===== src/hw/rtl/bsed_pkg.sv =====
// Shared types, constants and a helper function of the backslash escape decoder.
package bsed_pkg;

    localparam int unsigned NumOut    = 5;   // most bytes one input byte can cause
    localparam int unsigned QueueDepth = 4;
    localparam int unsigned QPtrW     = $clog2(QueueDepth);
    localparam int unsigned OutCntW   = $clog2(NumOut + 1);

    // Characters that steer the decoding.
    localparam logic [7:0] ChBslash = 8'h5C;
    localparam logic [7:0] ChN      = 8'h6E;
    localparam logic [7:0] ChR      = 8'h72;
    localparam logic [7:0] ChT      = 8'h74;
    localparam logic [7:0] ChX      = 8'h78;
    localparam logic [7:0] ChU      = 8'h75;
    localparam logic [7:0] ChLf     = 8'h0A;
    localparam logic [7:0] ChCr     = 8'h0D;
    localparam logic [7:0] ChTab    = 8'h09;

    // UTF-8 lead and continuation marks.
    localparam logic [7:0] Utf8Lead2 = 8'hC0;
    localparam logic [7:0] Utf8Lead3 = 8'hE0;
    localparam logic [7:0] Utf8Cont  = 8'h80;

    typedef enum logic [2:0] {
        PH_IDLE = 3'b001,
        PH_BSL  = 3'b010,
        PH_HEX  = 3'b100
    } t_phase;

    typedef struct packed {
        logic       valid;
        logic [3:0] val;
    } t_hex;

    // One decoded group: the bytes that one input byte causes.
    typedef struct packed {
        logic [NumOut-1:0][7:0] bytes;
        logic [OutCntW-1:0]     count;
        logic                   fin;
    } t_job;

    typedef struct packed {
        logic full;
        logic empty;
    } t_q_stat;

    function automatic t_hex hex_val(input logic [7:0] c);
        t_hex r;
        r.valid = 1'b1;
        if (c >= 8'h30 && c <= 8'h39) begin
            r.val = 4'(c - 8'h30);
        end else if (c >= 8'h61 && c <= 8'h66) begin
            r.val = 4'(c - 8'h57);
        end else if (c >= 8'h41 && c <= 8'h46) begin
            r.val = 4'(c - 8'h37);
        end else begin
            r.valid = 1'b0;
            r.val   = 4'd0;
        end
        return r;
    endfunction

endpackage


===== src/hw/rtl/bsed_front.sv =====
// Front end: tracks escape state and turns each input byte into a group of output bytes.
module bsed_front
    import bsed_pkg::*;
(
    input  logic       i_clk,
    input  logic       i_rst_n,
    input  logic       i_accept,
    input  logic [7:0] i_byte,
    input  logic       i_fin,
    output t_job       o_job
);

    t_phase     r_phase, n_phase;
    logic       r_kind, n_kind;
    logic [1:0] r_hcnt, n_hcnt;
    logic [7:0] r_held [3];
    logic [7:0] n_held [3];

    t_hex        hv;
    logic [7:0]  letter;
    logic        fresh_bs;
    logic [1:0]  need_last;
    logic [15:0] code;

    always_comb begin
        hv        = hex_val(i_byte);
        letter    = r_kind ? ChU : ChX;
        fresh_bs  = (i_byte == ChBslash) && !i_fin;
        need_last = r_kind ? 2'd3 : 2'd1;
        code      = {hex_val(r_held[0]).val, hex_val(r_held[1]).val,
                     hex_val(r_held[2]).val, hv.val};

        n_phase = PH_IDLE;
        n_kind  = r_kind;
        n_hcnt  = 2'd0;
        n_held  = r_held;

        o_job.bytes    = '0;
        o_job.bytes[0] = i_byte;
        o_job.count    = '0;
        o_job.fin      = i_fin;

        case (r_phase)
            PH_BSL: begin
                if (i_byte == ChN) begin
                    o_job.bytes[0] = ChLf;
                    o_job.count    = OutCntW'(1);
                end else if (i_byte == ChR) begin
                    o_job.bytes[0] = ChCr;
                    o_job.count    = OutCntW'(1);
                end else if (i_byte == ChT) begin
                    o_job.bytes[0] = ChTab;
                    o_job.count    = OutCntW'(1);
                end else if ((i_byte == ChX || i_byte == ChU) && !i_fin) begin
                    n_phase = PH_HEX;
                    n_kind  = (i_byte == ChU);
                end else begin
                    o_job.count = OutCntW'(1);
                end
            end
            PH_HEX: begin
                if (hv.valid && r_hcnt == need_last) begin
                    // Escape complete: one byte for x, UTF-8 for u.
                    if (!r_kind) begin
                        o_job.bytes[0] = {hex_val(r_held[0]).val, hv.val};
                        o_job.count    = OutCntW'(1);
                    end else if (code[15:7] == '0) begin
                        o_job.bytes[0] = {1'b0, code[6:0]};
                        o_job.count    = OutCntW'(1);
                    end else if (code[15:11] == '0) begin
                        o_job.bytes[0] = Utf8Lead2 | {3'b000, code[10:6]};
                        o_job.bytes[1] = Utf8Cont | {2'b00, code[5:0]};
                        o_job.count    = OutCntW'(2);
                    end else begin
                        o_job.bytes[0] = Utf8Lead3 | {4'b0000, code[15:12]};
                        o_job.bytes[1] = Utf8Cont | {2'b00, code[11:6]};
                        o_job.bytes[2] = Utf8Cont | {2'b00, code[5:0]};
                        o_job.count    = OutCntW'(3);
                    end
                end else if (hv.valid && !i_fin) begin
                    n_held[r_hcnt] = i_byte;
                    n_hcnt         = r_hcnt + 2'd1;
                    n_phase        = PH_HEX;
                end else begin
                    // Bad or cut-short escape: replay the letter and held digits,
                    // then treat this byte as a fresh one.
                    o_job.bytes[0] = letter;
                    o_job.bytes[1] = r_held[0];
                    o_job.bytes[2] = r_held[1];
                    o_job.bytes[3] = r_held[2];
                    case (r_hcnt)
                        2'd0:    o_job.bytes[1] = i_byte;
                        2'd1:    o_job.bytes[2] = i_byte;
                        2'd2:    o_job.bytes[3] = i_byte;
                        default: o_job.bytes[4] = i_byte;
                    endcase
                    o_job.count = OutCntW'(r_hcnt) + OutCntW'(1)
                                + (fresh_bs ? OutCntW'(0) : OutCntW'(1));
                    n_phase = fresh_bs ? PH_BSL : PH_IDLE;
                end
            end
            default: begin
                if (fresh_bs) begin
                    n_phase = PH_BSL;
                end else begin
                    o_job.count = OutCntW'(1);
                end
            end
        endcase

        if (i_fin) begin
            n_phase = PH_IDLE;
            n_hcnt  = 2'd0;
        end
    end

    always_ff @(posedge i_clk) begin
        if (!i_rst_n) begin
            r_phase <= PH_IDLE;
            r_kind  <= 1'b0;
            r_hcnt  <= 2'd0;
        end else if (i_accept) begin
            r_phase <= n_phase;
            r_kind  <= n_kind;
            r_hcnt  <= n_hcnt;
        end
    end

    always_ff @(posedge i_clk) begin
        if (i_accept) begin
            r_held <= n_held;
        end
    end

endmodule


===== src/hw/rtl/bsed_queue.sv =====
// Short queue of decoded byte groups between the front end and the back end.
module bsed_queue
    import bsed_pkg::*;
(
    input  logic    i_clk,
    input  logic    i_rst_n,
    input  logic    i_push,
    input  t_job    i_job,
    input  logic    i_pop,
    output t_job    o_job,
    output t_q_stat o_stat
);

    t_job             r_mem [QueueDepth];
    logic [QPtrW-1:0] r_wptr, r_rptr;
    logic [QPtrW:0]   r_cnt;

    assign o_job        = r_mem[r_rptr];
    assign o_stat.full  = (r_cnt == (QPtrW+1)'(QueueDepth));
    assign o_stat.empty = (r_cnt == '0);

    always_ff @(posedge i_clk) begin
        if (!i_rst_n) begin
            r_wptr <= '0;
            r_rptr <= '0;
            r_cnt  <= '0;
        end else begin
            if (i_push) begin
                r_wptr <= r_wptr + QPtrW'(1);
            end
            if (i_pop) begin
                r_rptr <= r_rptr + QPtrW'(1);
            end
            case ({i_push, i_pop})
                2'b10:   r_cnt <= r_cnt + (QPtrW+1)'(1);
                2'b01:   r_cnt <= r_cnt - (QPtrW+1)'(1);
                default: r_cnt <= r_cnt;
            endcase
        end
    end

    always_ff @(posedge i_clk) begin
        if (i_push) begin
            r_mem[r_wptr] <= i_job;
        end
    end

endmodule


===== src/hw/rtl/bsed_back.sv =====
// Back end: sends the bytes of each queued group out one transaction at a time.
module bsed_back
    import bsed_pkg::*;
(
    input  logic    i_clk,
    input  logic    i_rst_n,
    input  t_job    i_job,
    input  logic    i_empty,
    output logic    o_pop,
    output logic    o_valid,
    output logic [7:0] o_byte,
    output logic    o_last,
    output logic    o_end,
    input  logic    i_ready
);

    logic               r_valid;
    t_job               r_job;
    logic [OutCntW-1:0] r_idx;
    logic               is_last, hs, load;

    assign is_last = (r_idx == r_job.count - OutCntW'(1));
    assign hs      = r_valid && i_ready;
    assign load    = !r_valid || (hs && is_last);
    assign o_pop   = load && !i_empty;

    assign o_valid = r_valid;
    assign o_byte  = r_job.bytes[r_idx];
    assign o_last  = is_last;
    assign o_end   = is_last && r_job.fin;

    always_ff @(posedge i_clk) begin
        if (!i_rst_n) begin
            r_valid <= 1'b0;
            r_idx   <= '0;
        end else if (load) begin
            r_valid <= !i_empty;
            r_idx   <= '0;
        end else if (hs) begin
            r_idx <= r_idx + OutCntW'(1);
        end
    end

    always_ff @(posedge i_clk) begin
        if (load) begin
            r_job <= i_job;
        end
    end

endmodule


===== src/hw/rtl/backslash_escape_decoder.sv =====
// Top level of the backslash escape decoder.
//
// The block reads an escaped string on the slave stream, one character per
// transaction, with tlast high on the final character of the string. It
// writes the unescaped bytes on the master stream, one byte per transaction.
// Master tlast marks the last byte caused by one input character, and master
// tuser marks the final decoded byte of the whole string. Some characters
// cause no output at all (a backslash, or a hex digit of an escape still
// being collected); a character can cause up to five bytes.
// The front end classifies each character and registers the resulting group
// of bytes into a four-deep queue; the back end drains the queue one byte per
// cycle while the receiver is ready. The first byte of a group is stored in
// the queue and then loaded into the back-end register before it is valid on
// the master port. The input side takes one character per cycle as long as
// the queue has room, so the sustained rate is set by the single output port.
// When the receiver stalls, the current byte holds on the master port, the
// queue fills, and slave tready falls once four groups wait behind the one
// being sent. Reset clears the escape state, the queue and the output valid.
module backslash_escape_decoder
    import bsed_pkg::*;
(
    input  logic       i_clk,
    input  logic       i_rst_n,
    input  logic       i_s_axis_tvalid,
    output logic       o_s_axis_tready,
    input  logic [7:0] i_s_axis_tdata,   // [7:0] in_byte
    input  logic       i_s_axis_tlast,   // is_final
    output logic       o_m_axis_tvalid,
    input  logic       i_m_axis_tready,
    output logic [7:0] o_m_axis_tdata,   // [7:0] out_byte
    output logic       o_m_axis_tlast,   // run_last
    output logic       o_m_axis_tuser    // [0] string_end
);

    t_job    front_job, head_job;
    t_q_stat q_stat;
    logic    accept, push, pop;

    // A new character is taken whenever the queue can hold its group.
    assign o_s_axis_tready = !q_stat.full;
    assign accept          = i_s_axis_tvalid && o_s_axis_tready;
    // Groups with no bytes never enter the queue.
    assign push            = accept && (front_job.count != '0);

    bsed_front u_front (
        .i_clk    (i_clk),
        .i_rst_n  (i_rst_n),
        .i_accept (accept),
        .i_byte   (i_s_axis_tdata),
        .i_fin    (i_s_axis_tlast),
        .o_job    (front_job)
    );

    bsed_queue u_queue (
        .i_clk   (i_clk),
        .i_rst_n (i_rst_n),
        .i_push  (push),
        .i_job   (front_job),
        .i_pop   (pop),
        .o_job   (head_job),
        .o_stat  (q_stat)
    );

    bsed_back u_back (
        .i_clk   (i_clk),
        .i_rst_n (i_rst_n),
        .i_job   (head_job),
        .i_empty (q_stat.empty),
        .o_pop   (pop),
        .o_valid (o_m_axis_tvalid),
        .o_byte  (o_m_axis_tdata),
        .o_last  (o_m_axis_tlast),
        .o_end   (o_m_axis_tuser),
        .i_ready (i_m_axis_tready)
    );

endmodule


===== config.mk =====
export PLATFORM = sky130hd
export DESIGN_NAME = backslash_escape_decoder
export DESIGN_NICKNAME = d
export VERILOG_FILES = /design/src/hw/rtl/bsed_pkg.sv /design/src/hw/rtl/bsed_front.sv /design/src/hw/rtl/bsed_queue.sv /design/src/hw/rtl/bsed_back.sv /design/src/hw/rtl/backslash_escape_decoder.sv
export SDC_FILE = /design/constraint.sdc
export NUM_CORES = 1
export LEC_CHECK = 0
export BUFFER_PORTS_ARGS = -buffer_cell sky130_fd_sc_hd__buf_2
export CAP_MARGIN = 40
export CORE_ASPECT_RATIO = 0.5
export CORE_MARGIN = 2
export CORE_UTILIZATION = 55
export CTS_CLUSTER_SIZE = 25
export DETAILED_ROUTE_END_ITERATION = 12
export GPL_TIMING_DRIVEN = 0
export PLACE_DENSITY = 0.71
export SYNTH_ARGS = -nofsm -noshare
export SYNTH_HDL_FRONTEND = slang
export SYNTH_SLANG_ARGS = --single-unit

===== constraint.sdc =====
create_clock -name i_clk -period 7 [get_ports i_clk]
set_input_delay 0.35 -clock i_clk [delete_from_list [all_inputs] [get_ports i_clk]]
set_output_delay 0.35 -clock i_clk [all_outputs]
set_load 0.01 [all_outputs]

==> impl_results.md <==
* Setup Buffers After CTS at 0
* Post-synthesis sequential area ratio at 65.0%
* Multi-input logic area at 0.00388 sq mm
* TritonCTS Buffers at 24
* Area grow syn2layout at 12.2%
* Slew headroom at 38.6%
* CTS Buffer Depth at 3
* DRC Markers at 0
* # diodes at 0
* Synth unique cells at 71
* Post-Place Cells at 1089
* Synthesized area at 0.0118 sq mm
* Initial Utilization at 56.7%
* CP endpoint kind: register
* Post-synth top area share at 62.1%
* Async SR Flop Fraction at 0%
* Synth Flop Type: edfxtp_1
* CTS Sinks at 261
* Worst-path fanout max at 7
* Routed vias at 7155
* Die W at 211 um
* Pwr Density at 315 mW/mm^2
* Worst vdd ir at 0.197 mV
* Final Power at 4.16 mW
* First-pass GRT wire length at 42400 um
* Final core occ at 63.6%
* Final Hold Vio Count at 0
* Rows at 37
* Synthesized netlist cell count at 780
* EDFF count, synth at 244
* # nets final at 887
* Clock Latency Late Sink at 0.52 ns
* Total GRT Usage at 25.8%
* Core Area at 0.0208 sq mm
* Worst endpoint required time at 7.45 ns
* Reg area at 0.00767 sq mm
* Final WS setup at 2.63 ns
* DR WL/cell at 24.9 um
* RSZ-0062 raised after global routing: no
* Fin crit period at 4.37 ns
* Final worst path period share at 62.4%
* Max Cap Violations at 0
* Post-CTS sizing at 0
* CTS root buffer: clkbuf_16
* Grt total ovfl at 0
* DRT Pass-1 Iters at 7
* Largest net degree at the start of global routing at 30
* Syn avg cell area at 15.1 sq um
* Total Wirelength at 28300 um
* Startpoint Class: register
* CTS tree: yes
* Vias in the first global route at 6841
* Clk_skew at 0.0115 ns
* Actual slew at the worst max-slew pin at 0.916 ns
* PortBufs at 24
* HP Class: input port to register
* Cell taking the most area after synthesis: edfxtp_1
* Clock-pin slew on the worst setup and hold paths at 0.07 ns
* Worst slack at placement at 2.26 ns
* Status: completed
* LEAKAGE at 4.52 nW
* Setup TNS Final at 0 ns
* Share of cells above drive strength 1 at 18.2%
* Setup CP Type: register to register
* Syn nets at 823
* Achievable Freq at 229 MHz
* Non-filler cells, final at 1135
* GP Congestion at 0.938
* IO Pins at 25
* Initial antenna violation count at 0
* Via density at 6.30
* Yosys reg bits at 261
* H-Tree Depth at 1
* Layout fillers at 1479
* Detail Placement HPWL at 19600 um
* Final Setup Violations at 0
* Area contributors post-synth: edfxtp_1 (62%), mux4_2 (9.9%), ha_1 (3.1%)
* WP data arrival at 4.82 ns
* Slew Viols, Final at 0
* Ys Warns at 0
* Routed Antenna Nets at 0
* Die Y at 108 um
* Post-CTS Hold Buffers at 0
* 1st-iter DRT viols at 822
* Die ar. at 0.0227 sq mm
==> per-stage QoR <==
step,area [sq um],hold slack [ns]
after detailed placement,12400,0.504
after CTS,13200,0.102
after global placement,12300,0.481
after global routing,13200,0.0960
final,13200,0.0996
after floorplan,11800,0.449
==> cell type report <==
type                    count  share of cell area, %
multi-input cells         454                   29.3
clock inverters            13                   1.00
plain buffers              33                   1.01
clock buffers              31                   4.81
well taps                 273                   2.58
flip-flops and latches    261                   58.0
inverters                  32                  0.908
repair buffers             38                   2.40
==> worst paths after layout <==
| path | startpoint | endpoint | slack [ns] | cells after the start |
|---|---|---|---|---|
| setup / recovery | u_front.r_held[16]$_DFFE_PP_ | u_queue.r_cnt[2]$_SDFFE_PN0P_ | 2.63 | 16 |
| setup reg to reg | u_front.r_held[16]$_DFFE_PP_ | u_queue.r_cnt[2]$_SDFFE_PN0P_ | 2.63 | 16 |
| hold / removal | i_s_axis_tdata[5] | u_front.r_held[5]$_DFFE_PP_ | 0.1 | 1 |
| hold reg to reg | u_queue.r_wptr[1]$_SDFFE_PN0P_ | u_queue.r_wptr[1]$_SDFFE_PN0P_ | 0.51 | 2 |
==> worst max-delay path: stages, from the launching register on <==
cell and delay, ns:
edfxtp_1 0.49, inv_1 0.13, ha_1 0.21, nor3b_2 0.25
nor2_1 0.06, a32oi_1 0.45, o2111a_1 0.36, nand4_1 0.30
a21oi_1 0.51, a31oi_4 0.21, inv_2 0.08, ha_1 0.17
inv_1 0.06, fa_1 0.37, xor2_1 0.15, or3_1 0.32
a21boi_0 0.16
==> kinds of logic (layout without fill, tap and decap cells) <==
family | count (synthesis) | after routing | synth area share (%)
fa+ha+maj | 30 | 30 | 3.25
simple gates | 195 | 195 | 8.34
compound gates | 136 | 136 | 7.81
flops | 261 | 261 | 65.0
buf+inv | 65 | 147 | 2.15
xor+xnor | 11 | 11 | 0.817
mux | 82 | 82 | 12.6
==> metal layers <==
layer	share of wire [%]	up-vias	global-route usage, %
li1	-	3149	-
met1	45	3637	39.9
met2	44	336	38.7
met3	9.3	33	5.37
met4	1.2	0	4.23
met5	0	-	0
==> state kept, by name, indices dropped and copies added, names as in the netlist <==
name             cells
u_back.r_job        44
u_front.r_phase      3
u_queue.r_mem      176
u_queue.r_rptr       2
u_queue.r_cnt        3
u_front.r_hcnt       2
u_front.r_held      24
u_queue.r_wptr       2
u_back.r_idx         3
u_front.r_kind       1
u_back.o_valid       1
==> synthesized netlist by cell type (11+ instances only) <==
library cell,instances
edfxtp_1,244
nand2_1,55
mux4_2,52
nor2_1,50
a21oi_1,41
inv_1,31
ha_1,29
o21ai_0,29
clkbuf_1,24
and2_1,18
mux2i_1,18
dfxtp_1,17
and3_1,12
mux2_2,11
==> where the power goes <==
group	switching (mW)	internal, mW
clock	0.583	0.696
combinational	0.440	0.355
sequential	0.0798	2.01
==> cell usage in the layout (no fill, tap or decap), drive strengths merged, types with 3 or more instances in the layout <==
master / synthesis / final
nor3b: 5 / 5
dfxtp: 17 / 17
nor2b: 10 / 10
a21o: 4 / 4
a21oi: 43 / 43
o21ai: 29 / 29
nor2: 51 / 51
a22oi: 4 / 4
clkinv: 0 / 7
a211o: 3 / 3
nand2b: 7 / 7
inv: 32 / 34
clkbuf: 24 / 55
a211oi: 6 / 6
a21boi: 4 / 4
mux2: 12 / 12
and2: 18 / 18
clkinvlp: 0 / 3
o21a: 7 / 7
nand2: 55 / 55
buf: 9 / 47
and3: 12 / 12
xnor2: 9 / 9
nor3: 10 / 10
mux2i: 18 / 18
o211ai: 7 / 7
mux4: 52 / 52
nand3: 10 / 10
ha: 29 / 29
o21bai: 6 / 6
edfxtp: 244 / 244
(Power assumes the default switching activity.)
